### src/rtl/core/ptas_pkg.sv
// Shared types, constants and helper functions of the pan/tilt angle smoother.
// Angles are signed fixed point degrees with FRACTION_BITS fraction bits.
// No dependencies; every other file of the block imports this package.
package ptas_pkg;

  localparam int FRACTION_BITS = 8;
  localparam int ANG_W         = 32;
  localparam int MAG_W         = ANG_W + 1;
  localparam int CNT_W         = $clog2(MAG_W + 1);
  localparam int STEPS_W       = 10;
  localparam int DIVR_W        = STEPS_W + 1;
  localparam int CFG_IDX_W     = 2;
  localparam int IN_W          = 72;
  localparam int OUT_W         = 72;

  localparam logic signed [MAG_W-1:0] FULL_TURN = MAG_W'(360 << FRACTION_BITS);
  localparam logic signed [MAG_W-1:0] HALF_TURN = MAG_W'(180 << FRACTION_BITS);
  // A difference snaps when |diff| * 100 < one degree, i.e. |diff| <= SNAP_LIMIT.
  localparam logic [MAG_W-1:0] SNAP_LIMIT = MAG_W'(((1 << FRACTION_BITS) - 1) / 100);

  // A full turn is TURN_ODD << TURN_SHIFT (360 = 45 * 8), so its remainder keeps the
  // low TURN_SHIFT bits and reduces the upper WQ_W bits modulo TURN_ODD.
  localparam int TURN_SHIFT  = FRACTION_BITS + 3;
  localparam int TURN_ODD    = 45;
  localparam int WQ_W        = ANG_W - TURN_SHIFT;
  localparam int RECIP_SHIFT = WQ_W + 6;
  localparam int RECIP_W     = WQ_W + 1;
  // Rounded-up reciprocal of TURN_ODD; its error is small enough that the quotient
  // is exact for every WQ_W-bit operand.
  localparam logic [RECIP_W-1:0] RECIP_MULT =
    RECIP_W'(((longint'(1) << RECIP_SHIFT) + TURN_ODD - 1) / TURN_ODD);
  localparam int                   WRAP_PH_W = 2;
  localparam logic [WRAP_PH_W-1:0] WRAP_LAST = WRAP_PH_W'(3);

  localparam logic signed [ANG_W-1:0] RESET_TILT  = ANG_W'(90 << FRACTION_BITS);
  localparam logic [STEPS_W-1:0]      RESET_STEPS = STEPS_W'(8);

  localparam logic [CFG_IDX_W-1:0] REG_MIN_TILT     = CFG_IDX_W'(0);
  localparam logic [CFG_IDX_W-1:0] REG_MAX_TILT     = CFG_IDX_W'(1);
  localparam logic [CFG_IDX_W-1:0] REG_SMOOTH_STEPS = CFG_IDX_W'(2);
  localparam logic [CFG_IDX_W-1:0] REG_WRAP_PAN     = CFG_IDX_W'(3);

  typedef struct packed {
    logic signed [ANG_W-1:0] min_tilt;
    logic signed [ANG_W-1:0] max_tilt;
    logic [DIVR_W-1:0]       step_div;
    logic                    wrap_pan;
  } cfg_t;

  typedef struct packed {
    logic             start;
    logic [MAG_W-1:0] dividend;
    logic [MAG_W-1:0] divisor;
  } div_req_t;

  typedef struct packed {
    logic             done;
    logic [MAG_W-1:0] quotient;
    logic [MAG_W-1:0] remainder;
  } div_rsp_t;

  function automatic logic signed [ANG_W-1:0] clamp_tilt(
    input logic signed [ANG_W-1:0] v,
    input logic signed [ANG_W-1:0] lo,
    input logic signed [ANG_W-1:0] hi
  );
    logic signed [ANG_W-1:0] t;
    t = (v < hi) ? v : hi;
    return (t > lo) ? t : lo;
  endfunction

  function automatic logic [MAG_W-1:0] magnitude(input logic signed [MAG_W-1:0] v);
    return v[MAG_W-1] ? MAG_W'(-v) : MAG_W'(v);
  endfunction

endpackage

### src/rtl/core/pan_tilt_angle_smoother_unit.sv
// Angles already on target go straight to the result; else pan wraps first when enabled,
// then the angles jump or take one interpolation step, which may snap them onto target.
// Each interpolation step (tilt, then pan) is a pass of the one shared divider;
// each pan wrap remainder comes from a pipelined reciprocal multiplication.
// One item in work at a time; the next is accepted after the result is registered.
// Reset (rst, synchronous): angles and limits to reset values, no result.
module pan_tilt_angle_smoother_unit (
  input  logic                           clk,
  input  logic                           rst,
  input  logic                           s_axis_tvalid,
  output logic                           s_axis_tready,
  // load_pan[0], pan_value[32:1], load_tilt[33], tilt_value[65:34], interpolate[66]
  input  logic [ptas_pkg::IN_W-1:0]      s_axis_tdata,
  output logic                           m_axis_tvalid,
  input  logic                           m_axis_tready,
  // tilt_out[31:0], pan_out[63:32], moving[64]
  output logic [ptas_pkg::OUT_W-1:0]     m_axis_tdata,
  input  logic                           cfg_valid,
  output logic                           cfg_ready,
  input  logic [ptas_pkg::CFG_IDX_W-1:0] cfg_index,
  input  logic [ptas_pkg::ANG_W-1:0]     cfg_data
);
  import ptas_pkg::*;

  typedef enum logic [8:0] {
    S_IDLE   = 9'b000000001,
    S_CHECK  = 9'b000000010,
    S_WRAP_T = 9'b000000100,
    S_WRAP_D = 9'b000001000,
    S_SMOOTH = 9'b000010000,
    S_DIV_T  = 9'b000100000,
    S_DIV_P  = 9'b001000000,
    S_SNAP   = 9'b010000000,
    S_OUT    = 9'b100000000
  } state_t;

  state_t   state;
  cfg_t     cfg;
  logic     reclamp;
  div_req_t div_req;
  div_rsp_t div_rsp;

  logic signed [ANG_W-1:0] pan_target;
  logic signed [ANG_W-1:0] tilt_target;
  logic signed [ANG_W-1:0] pan_current;
  logic signed [ANG_W-1:0] tilt_current;
  logic                    interp;
  logic                    moving;
  logic                    div_neg;
  logic signed [MAG_W-1:0] d_wrap;

  logic                    out_valid;
  logic [ANG_W-1:0]        out_tilt;
  logic [ANG_W-1:0]        out_pan;
  logic                    out_moving;

  logic                    in_accept;
  logic                    in_load_pan;
  logic signed [ANG_W-1:0] in_pan;
  logic                    in_load_tilt;
  logic signed [ANG_W-1:0] in_tilt;
  logic                    in_interp;

  logic signed [MAG_W-1:0] tilt_diff;
  logic signed [MAG_W-1:0] pan_diff;
  logic                    moving_now;
  logic                    near_both;

  logic [WRAP_PH_W-1:0]    wrap_phase;
  logic [MAG_W-1:0]        wrap_abs;
  logic [WQ_W-1:0]         wrap_hi;
  logic [TURN_SHIFT-1:0]   wrap_lo;
  logic [WQ_W+RECIP_W-1:0] wrap_prod;
  logic [WQ_W-1:0]         wrap_q;

  logic [MAG_W-1:0]        rem;
  logic [MAG_W-1:0]        wrapped_target;
  logic [MAG_W-1:0]        fmod;
  logic signed [MAG_W-1:0] folded;
  logic signed [MAG_W-1:0] d_new;
  logic signed [MAG_W-1:0] wrapped_current;

  logic signed [MAG_W:0]   step_q;
  logic signed [ANG_W-1:0] step_base;
  logic signed [MAG_W:0]   step_sum;

  ptas_cfg u_cfg (
    .clk       (clk),
    .rst       (rst),
    .cfg_valid (cfg_valid),
    .cfg_ready (cfg_ready),
    .cfg_index (cfg_index),
    .cfg_data  (cfg_data),
    .cfg       (cfg),
    .reclamp   (reclamp)
  );

  ptas_div u_div (
    .clk (clk),
    .rst (rst),
    .req (div_req),
    .rsp (div_rsp)
  );

  assign in_load_pan  = s_axis_tdata[0];
  assign in_pan       = s_axis_tdata[ANG_W:1];
  assign in_load_tilt = s_axis_tdata[ANG_W+1];
  assign in_tilt      = s_axis_tdata[2*ANG_W+1:ANG_W+2];
  assign in_interp    = s_axis_tdata[2*ANG_W+2];

  // Config writes and the re-clamp that follows a limit write go ahead of a new item.
  assign s_axis_tready = (state == S_IDLE) && !cfg_valid && !reclamp;
  assign in_accept     = s_axis_tvalid && s_axis_tready;

  assign tilt_diff  = {tilt_target[ANG_W-1], tilt_target} -
                      {tilt_current[ANG_W-1], tilt_current};
  assign pan_diff   = {pan_target[ANG_W-1], pan_target} -
                      {pan_current[ANG_W-1], pan_current};
  assign moving_now = (tilt_diff != '0) || (pan_diff != '0);
  assign near_both  = (magnitude(tilt_diff) <= SNAP_LIMIT) &&
                      (magnitude(pan_diff) <= SNAP_LIMIT);

  // Remainder of a magnitude by a full turn. The operand holds still during a wrap
  // state, so the registers below (wrap_hi/wrap_lo, wrap_q, rem) hold it by the last phase.
  assign wrap_abs  = (state == S_WRAP_T) ? magnitude({pan_target[ANG_W-1], pan_target})
                                         : magnitude(d_wrap);
  assign wrap_prod = wrap_hi * RECIP_MULT;

  always_ff @(posedge clk) begin
    wrap_hi <= wrap_abs[ANG_W-1:TURN_SHIFT];
    wrap_lo <= wrap_abs[TURN_SHIFT-1:0];
    wrap_q  <= WQ_W'(wrap_prod[WQ_W+RECIP_W-1:RECIP_SHIFT]);
    rem     <= MAG_W'({wrap_hi - wrap_q * WQ_W'(TURN_ODD), wrap_lo});
  end

  // Pan wrap. The target becomes its floor remainder by a full turn (a negative
  // exact multiple gives a full turn). The original target-to-current difference
  // is folded into one turn around zero and the current pan is rebuilt from it.
  always_comb begin
    wrapped_target = div_neg ? $unsigned(FULL_TURN) - rem : rem;
    fmod           = (div_neg && (rem != '0)) ? $unsigned(FULL_TURN) - rem : rem;
    folded         = (fmod >= $unsigned(HALF_TURN)) ? $signed(fmod) - FULL_TURN
                                                    : $signed(fmod);
    if ((d_wrap >= -HALF_TURN) && (d_wrap <= HALF_TURN)) begin
      d_new = d_wrap;
    end else if ((d_wrap > HALF_TURN) && (folded == -HALF_TURN)) begin
      d_new = HALF_TURN;
    end else begin
      d_new = folded;
    end
    wrapped_current = {pan_target[ANG_W-1], pan_target} - d_new;
  end

  // Interpolation step: current plus the signed, truncated quotient.
  always_comb begin
    step_q    = div_neg ? -$signed({1'b0, div_rsp.quotient})
                        : $signed({1'b0, div_rsp.quotient});
    step_base = (state == S_DIV_T) ? tilt_current : pan_current;
    step_sum  = {{2{step_base[ANG_W-1]}}, step_base} + step_q;
  end

  always_comb begin
    div_req.start    = 1'b0;
    div_req.dividend = magnitude(tilt_diff);
    div_req.divisor  = MAG_W'(cfg.step_div);
    case (state)
      S_SMOOTH: begin
        div_req.start = interp;
      end
      S_DIV_T: begin
        if (div_rsp.done) begin
          div_req.start    = 1'b1;
          div_req.dividend = magnitude(pan_diff);
        end
      end
      default: begin
      end
    endcase
  end

  always_ff @(posedge clk) begin
    if (rst) begin
      state        <= S_IDLE;
      pan_target   <= '0;
      tilt_target  <= RESET_TILT;
      pan_current  <= '0;
      tilt_current <= RESET_TILT;
      out_valid    <= 1'b0;
    end else begin
      if (state == S_OUT && (!out_valid || m_axis_tready)) begin
        out_valid <= 1'b1;
      end else if (m_axis_tvalid && m_axis_tready) begin
        out_valid <= 1'b0;
      end
      case (state)
        S_IDLE: begin
          if (reclamp) begin
            tilt_target <= clamp_tilt(tilt_target, cfg.min_tilt, cfg.max_tilt);
          end
          if (in_accept) begin
            if (in_load_pan) begin
              pan_target <= in_pan;
            end
            if (in_load_tilt) begin
              tilt_target <= clamp_tilt(in_tilt, cfg.min_tilt, cfg.max_tilt);
            end
            interp <= in_interp;
            state  <= S_CHECK;
          end
        end
        S_CHECK: begin
          moving     <= moving_now;
          d_wrap     <= pan_diff;
          div_neg    <= pan_target[ANG_W-1];
          wrap_phase <= '0;
          if (!moving_now) begin
            state <= S_OUT;
          end else if (cfg.wrap_pan) begin
            state <= S_WRAP_T;
          end else begin
            state <= S_SMOOTH;
          end
        end
        S_WRAP_T: begin
          if (wrap_phase == WRAP_LAST) begin
            pan_target <= wrapped_target[ANG_W-1:0];
            div_neg    <= d_wrap[MAG_W-1];
            wrap_phase <= '0;
            state      <= S_WRAP_D;
          end else begin
            wrap_phase <= wrap_phase + WRAP_PH_W'(1);
          end
        end
        S_WRAP_D: begin
          if (wrap_phase == WRAP_LAST) begin
            pan_current <= wrapped_current[ANG_W-1:0];
            state       <= S_SMOOTH;
          end else begin
            wrap_phase <= wrap_phase + WRAP_PH_W'(1);
          end
        end
        S_SMOOTH: begin
          if (interp) begin
            div_neg <= tilt_diff[MAG_W-1];
            state   <= S_DIV_T;
          end else begin
            tilt_current <= tilt_target;
            pan_current  <= pan_target;
            state        <= S_OUT;
          end
        end
        S_DIV_T: begin
          if (div_rsp.done) begin
            tilt_current <= step_sum[ANG_W-1:0];
            div_neg      <= pan_diff[MAG_W-1];
            state        <= S_DIV_P;
          end
        end
        S_DIV_P: begin
          if (div_rsp.done) begin
            pan_current <= step_sum[ANG_W-1:0];
            state       <= S_SNAP;
          end
        end
        S_SNAP: begin
          if (near_both) begin
            tilt_current <= tilt_target;
            pan_current  <= pan_target;
          end
          state <= S_OUT;
        end
        S_OUT: begin
          if (!out_valid || m_axis_tready) begin
            out_tilt   <= tilt_current;
            out_pan    <= pan_current;
            out_moving <= moving;
            state      <= S_IDLE;
          end
        end
        default: begin
          state <= S_IDLE;
        end
      endcase
    end
  end

  assign m_axis_tvalid = out_valid;
  assign m_axis_tdata  = {(OUT_W - 2 * ANG_W - 1)'(0), out_moving, out_pan, out_tilt};

  a_ready_only_idle: assert property (@(posedge clk) disable iff (rst)
    s_axis_tready |-> (state == S_IDLE))
    else $error("input ready outside the idle state");

  a_done_in_div_state: assert property (@(posedge clk) disable iff (rst)
    div_rsp.done |-> (state == S_DIV_T || state == S_DIV_P))
    else $error("divider finished while no state waits for it");

  a_result_registered: assert property (@(posedge clk) disable iff (rst)
    (state == S_OUT && (!out_valid || m_axis_tready)) |=>
      (m_axis_tvalid && state == S_IDLE))
    else $error("finished item not moved into the output register");

endmodule

### src/rtl/core/ptas_div.sv
// Shared restoring divider: one quotient bit per cycle, unsigned operands.
// A pass runs from start until every quotient bit is in; done pulses for one cycle.
// Depends on ptas_pkg.
module ptas_div (
  input  logic               clk,
  input  logic               rst,
  input  ptas_pkg::div_req_t req,
  output ptas_pkg::div_rsp_t rsp
);
  import ptas_pkg::*;

  logic [MAG_W-1:0] acc;
  logic [MAG_W-1:0] quo;
  logic [MAG_W-1:0] dvsr;
  logic [CNT_W-1:0] cnt;
  logic             active;
  logic             done;
  logic [MAG_W:0]   shifted;
  logic [MAG_W+1:0] trial;
  logic             fits;

  assign shifted = {acc, quo[MAG_W-1]};
  assign trial   = {1'b0, shifted} - {2'b00, dvsr};
  assign fits    = ~trial[MAG_W+1];

  always_ff @(posedge clk) begin
    if (rst) begin
      active <= 1'b0;
      done   <= 1'b0;
    end else begin
      done <= 1'b0;
      if (req.start) begin
        acc    <= '0;
        quo    <= req.dividend;
        dvsr   <= req.divisor;
        cnt    <= CNT_W'(MAG_W);
        active <= 1'b1;
      end else if (active) begin
        acc <= fits ? trial[MAG_W-1:0] : shifted[MAG_W-1:0];
        quo <= {quo[MAG_W-2:0], fits};
        cnt <= cnt - CNT_W'(1);
        if (cnt == CNT_W'(1)) begin
          active <= 1'b0;
          done   <= 1'b1;
        end
      end
    end
  end

  assign rsp.done      = done;
  assign rsp.quotient  = quo;
  assign rsp.remainder = acc;

  a_no_restart: assert property (@(posedge clk) disable iff (rst)
    req.start |-> !active)
    else $error("divider restarted while a pass is running");

  a_done_ends_pass: assert property (@(posedge clk) disable iff (rst)
    done |-> ($past(active) && !active))
    else $error("divider done without a finished pass");

  a_rem_below_divisor: assert property (@(posedge clk) disable iff (rst)
    done |-> (acc < dvsr))
    else $error("divider remainder not below divisor");

endmodule

### src/rtl/core/ptas_cfg.sv
// Configuration register file: tilt limits, smoothing divisor and pan wrap flag.
// Flags a re-clamp of the tilt target in the cycle after a limit write.
// Depends on ptas_pkg.
module ptas_cfg (
  input  logic                           clk,
  input  logic                           rst,
  input  logic                           cfg_valid,
  output logic                           cfg_ready,
  input  logic [ptas_pkg::CFG_IDX_W-1:0] cfg_index,
  input  logic [ptas_pkg::ANG_W-1:0]     cfg_data,
  output ptas_pkg::cfg_t                 cfg,
  output logic                           reclamp
);
  import ptas_pkg::*;

  // Zero steps act as one; the divisor is steps plus one.
  function automatic logic [DIVR_W-1:0] step_divisor(input logic [STEPS_W-1:0] steps);
    return (steps == '0) ? DIVR_W'(2) : DIVR_W'(steps) + DIVR_W'(1);
  endfunction

  assign cfg_ready = 1'b1;

  always_ff @(posedge clk) begin
    if (rst) begin
      cfg.min_tilt <= -RESET_TILT;
      cfg.max_tilt <= RESET_TILT;
      cfg.step_div <= step_divisor(RESET_STEPS);
      cfg.wrap_pan <= 1'b0;
      reclamp      <= 1'b0;
    end else begin
      reclamp <= 1'b0;
      if (cfg_valid) begin
        case (cfg_index)
          REG_MIN_TILT: begin
            cfg.min_tilt <= cfg_data;
            reclamp      <= 1'b1;
          end
          REG_MAX_TILT: begin
            cfg.max_tilt <= cfg_data;
            reclamp      <= 1'b1;
          end
          REG_SMOOTH_STEPS: begin
            cfg.step_div <= step_divisor(cfg_data[STEPS_W-1:0]);
          end
          REG_WRAP_PAN: begin
            cfg.wrap_pan <= cfg_data[0];
          end
          default: begin
          end
        endcase
      end
    end
  end

endmodule

### config.mk
export PLATFORM = sky130hd
export DESIGN_NAME = pan_tilt_angle_smoother_unit
export DESIGN_NICKNAME = d
export VERILOG_FILES = /design/src/rtl/core/ptas_pkg.sv /design/src/rtl/core/pan_tilt_angle_smoother_unit.sv /design/src/rtl/core/ptas_div.sv /design/src/rtl/core/ptas_cfg.sv
export SDC_FILE = /design/constraint.sdc
export NUM_CORES = 2
export LEC_CHECK = 0
export BUFFER_PORTS_ARGS = -buffer_cell sky130_fd_sc_hd__buf_2
export CELL_PAD_IN_SITES_DETAIL_PLACEMENT = 1
export CELL_PAD_IN_SITES_GLOBAL_PLACEMENT = 2
export CORE_AREA = 2 2 333 335
export CTS_CLUSTER_DIAMETER = 40
export DETAILED_ROUTE_END_ITERATION = 10
export DIE_AREA = 0 0 335 337
export PLACE_DENSITY = 0.94
export SYNTH_ARGS = -nofsm -noshare
export SYNTH_HDL_FRONTEND = slang
export SYNTH_SLANG_ARGS = --single-unit
export TNS_END_PERCENT = 10
### constraint.sdc
create_clock -name clk -period 13.78 [get_ports clk]
set_input_delay 0.689 -clock clk [delete_from_list [all_inputs] [get_ports clk]]
set_output_delay 0.689 -clock clk [all_outputs]
set_load 0.02 [all_outputs]
==> reports/results.tsv <==
metric	value	unit
outcome	finished clean	
input/output buffers	172	
Leakage	0.0230	uW
Critical Path Start Type	flop	
Placer Congestion	0.950	
number of gates resized after cts	0	
minimum clock period	9.88	ns
num ports	186	
Reg power frac	16.2	%
Synth top area share	13.6	%
Final Util	48.2	%
Reg clk slew, reported paths	0.06	ns
Synth Warn #	0	
Die Ht	337	um
largest stage delay on the critical path	0.59	ns
Clock Tree Buf Depth	3	
beginning of the worst hold path	cfg_data[13]	
root buffer cell	clkbuf_16	
Mapped Avg Cell Area	8.38	um^2
pin count of the biggest net entering global routing	74	
core area	110000	um^2
CTS tree	yes	
Peak VDD IR	0.444	mV
latest clock arrival within the worst-skew pair	0.71	ns
Total Wirelength	182000	um
r2r startpoint	rem[0]	
Mapped Cells	5581	
Netlist cell types	114	
Switching Share	45.7	%
Final ANT Viol Nets	0	
# hold bufs at CTS	0	
DRC viols	0	
initial antenna violation count	15	
GRT Total Usage	31.6	%
effective utilization at floorplan	42.7	%
vias in the first global route	44900	
detailed-placement wirelength estimate	141000	um
most area-consuming cells after synthesis	ha_1 14%, dfxtp_1 13%, edfxtp_1 12%	
DR vias/cell	6.12	
Worst Setup End Kind	flop	
CP Class	flop to flop	
Max stage delay cell, worst path	nand2_1	
max_cap viols	0	
power per cell area	206	nW/um^2
fmax	101	MHz
Critical Path RT	14.30	ns
Async SR Flop Fraction	0	%
synthesis-to-finish area growth	13.0	%
Starting DRT DRC Count	3381	
share of layout cells above drive strength 1	10.5	%
total number of vias	44200	
prevailing post-synth register cell	dfxtp_1	
final worst-path cycle share	71.7	%
Hold/Removal Path Class	input pin to flop	
CP Max Fanout	15	
fin. max-slew vios	0	
Setup Viol. Count Final	0	
clock power share	24.9	%
Slew Limit Headroom	19.2	%
Mapped Area	46800	um^2
first-pass GRT wire length	275000	um
Net Switching	4970	uW
post-CTS setup buffer count	0	
actual slew at the worst max-slew pin	1.21	ns
count of flip-flops with a built-in enable after synthesis	186	
DR WL/cell	25.2	um
row count	122	
dominant cell type by area after synthesis	ha_1	
CTS Buf Count	104	
Comb pwr share	58.9	%
setup_tns	0	ns
Die X	335	um
H-tree depth	3	
clk_skew	0.0473	ns
CP startpoint	rem[0]	
Total Power	10900	uW
Arrival @ worst endpoint	10.41	ns
internal power	5910	uW
grt total ovfl	0	
register bit total from synthesis	483	
RSZ-0062 raised after global routing	no	
Pre-antenna DRT Iters	6	
Die Area	113000	um^2
final net count	6478	
Fin. Hold Viols	0	
clock sink count	483	
sequential area share after synthesis	24.6	%
==> per-stage QoR <==
step	worst slack (ns)	area [um^2]	instances	hold WS, ns
floorplan	6.22	46800	5587	0.310
global placement	4.34	49000	7010	0.311
detailed placement	4.24	49000	7010	0.313
CTS	4.01	52800	7208	0.194
global route	3.40	52800	7214	0.205
finish	3.90	52900	7216	0.221
==> final timing paths <==
check | end | depth (start not counted) | slack, ns
setup / recovery | pan_current[31] | 34 | 3.90
hold / removal | u_cfg.cfg[57] | 3 | 0.22
setup reg to reg | pan_current[31] | 34 | 3.90
hold reg to reg | rem[0] | 0 | 0.33
==> cell usage in the layout, fill, tap and decap left out, types with 51 or more instances in the layout <==
cell type / instances
nand3_1: 100
mux2i_1: 64
inv_1: 518
clkbuf_16: 109
buf_4: 73
nand2_1: 557
fa_1: 170
a211oi_1: 51
a21oi_1: 315
nor2_1: 500
ha_1: 507
mux2_2: 64
nor3_1: 85
o211ai_1: 92
nor2b_1: 73
or3_1: 61
nor4_1: 57
nand2b_1: 58
buf_2: 171
edfxtp_1: 186
dfxtp_1: 297
a21o_1: 95
nand4_1: 60
o21ai_0: 314
xnor2_1: 222
xor2_1: 117
==> registers in the layout, indices dropped and copies added, names as in the netlist, 33 cells and up <==
signal and count:
d_wrap 33, u_cfg.cfg 76, u_div.acc 33, u_div.quo 33
==> cell usage after synthesis (17+ instances only) <==
master	instances
and4_1	18
a21o_1	95
a31oi_1	38
nor4_1	57
nor2b_1	74
o31ai_1	45
nor3b_1	22
a221o_1	37
o21bai_1	18
nand2b_1	58
o21a_1	45
nand4_1	60
xor2_1	117
o211a_1	17
mux2_2	64
a21boi_0	27
or3_1	61
edfxtp_1	186
a211oi_1	51
inv_1	519
nand2_1	557
fa_1	170
or2_2	23
nor3_1	85
dfxtp_1	297
nor2_1	507
and2_1	28
a21oi_1	316
mux2i_1	64
xnor2_1	222
ha_1	507
o21ai_0	314
o41ai_1	26
a22oi_1	22
o211ai_1	92
nand3_1	100
o221ai_1	43
and3_1	41
or4_1	29
clkbuf_1	200
==> layout make-up <==
| type | count | area (um^2) |
|---|---|---|
| antenna | 8 | 20.0 |
| sequential | 483 | 11500 |
| multi-input combinational | 4337 | 32400 |
| fill | 13100 | 56700 |
| tap | 1426 | 1780 |
| timing repair buffer | 245 | 1420 |
| clock buffer | 127 | 2880 |
| clock inverter | 71 | 921 |
| inverter | 519 | 1950 |
==> power groups by stage <==
stage	Clock (uW)	Sequential, uW	Combinational, uW
final	2710	1760	6410
after global routing	2800	1770	7120
after CTS	2730	1760	6330
after detailed placement	0	1780	6190
after global placement	0	1780	5970
after floorplan	0	1720	4550
==> worst max-delay path, delay by kind of cell (launching register included) <==
kind,cells,cell delay [ns]
adder cells (fa/ha/maj),3,0.89
AND/OR/NAND/NOR,11,3.65
flip-flops,1,0.36
buffers and inverters,3,0.42
AO/OA/AOI/OAI,14,3.51
multiplexers,1,0.25
XOR/XNOR,2,0.64
==> routing by layer <==
metal	wire length [um]	vias to the layer above	global-route usage (%)	part of all wire [%]
li1	-	20200	-	-
met1	77800	22100	40.8	43
met2	83400	1513	52.1	46
met3	10900	370	4.10	6.0
met4	9820	4	15.7	5.4
met5	23	-	0	0.013
==> cell families after synthesis <==
| logic type | after synthesis | share of synthesized area, % |
|---|---|---|
| xor gates and xnor gates | 343 | 6.49 |
| DFF | 483 | 24.6 |
| adders and majority gates | 677 | 20.8 |
| AOI/OAI and AO/OA | 1376 | 19.8 |
| buffers and inverters | 767 | 6.48 |
| and+or+nand+nor | 1804 | 18.8 |
| muxes | 129 | 2.94 |
| other | 2 | 0.0161 |
Note: power is estimated with default switching activity, not from simulation.
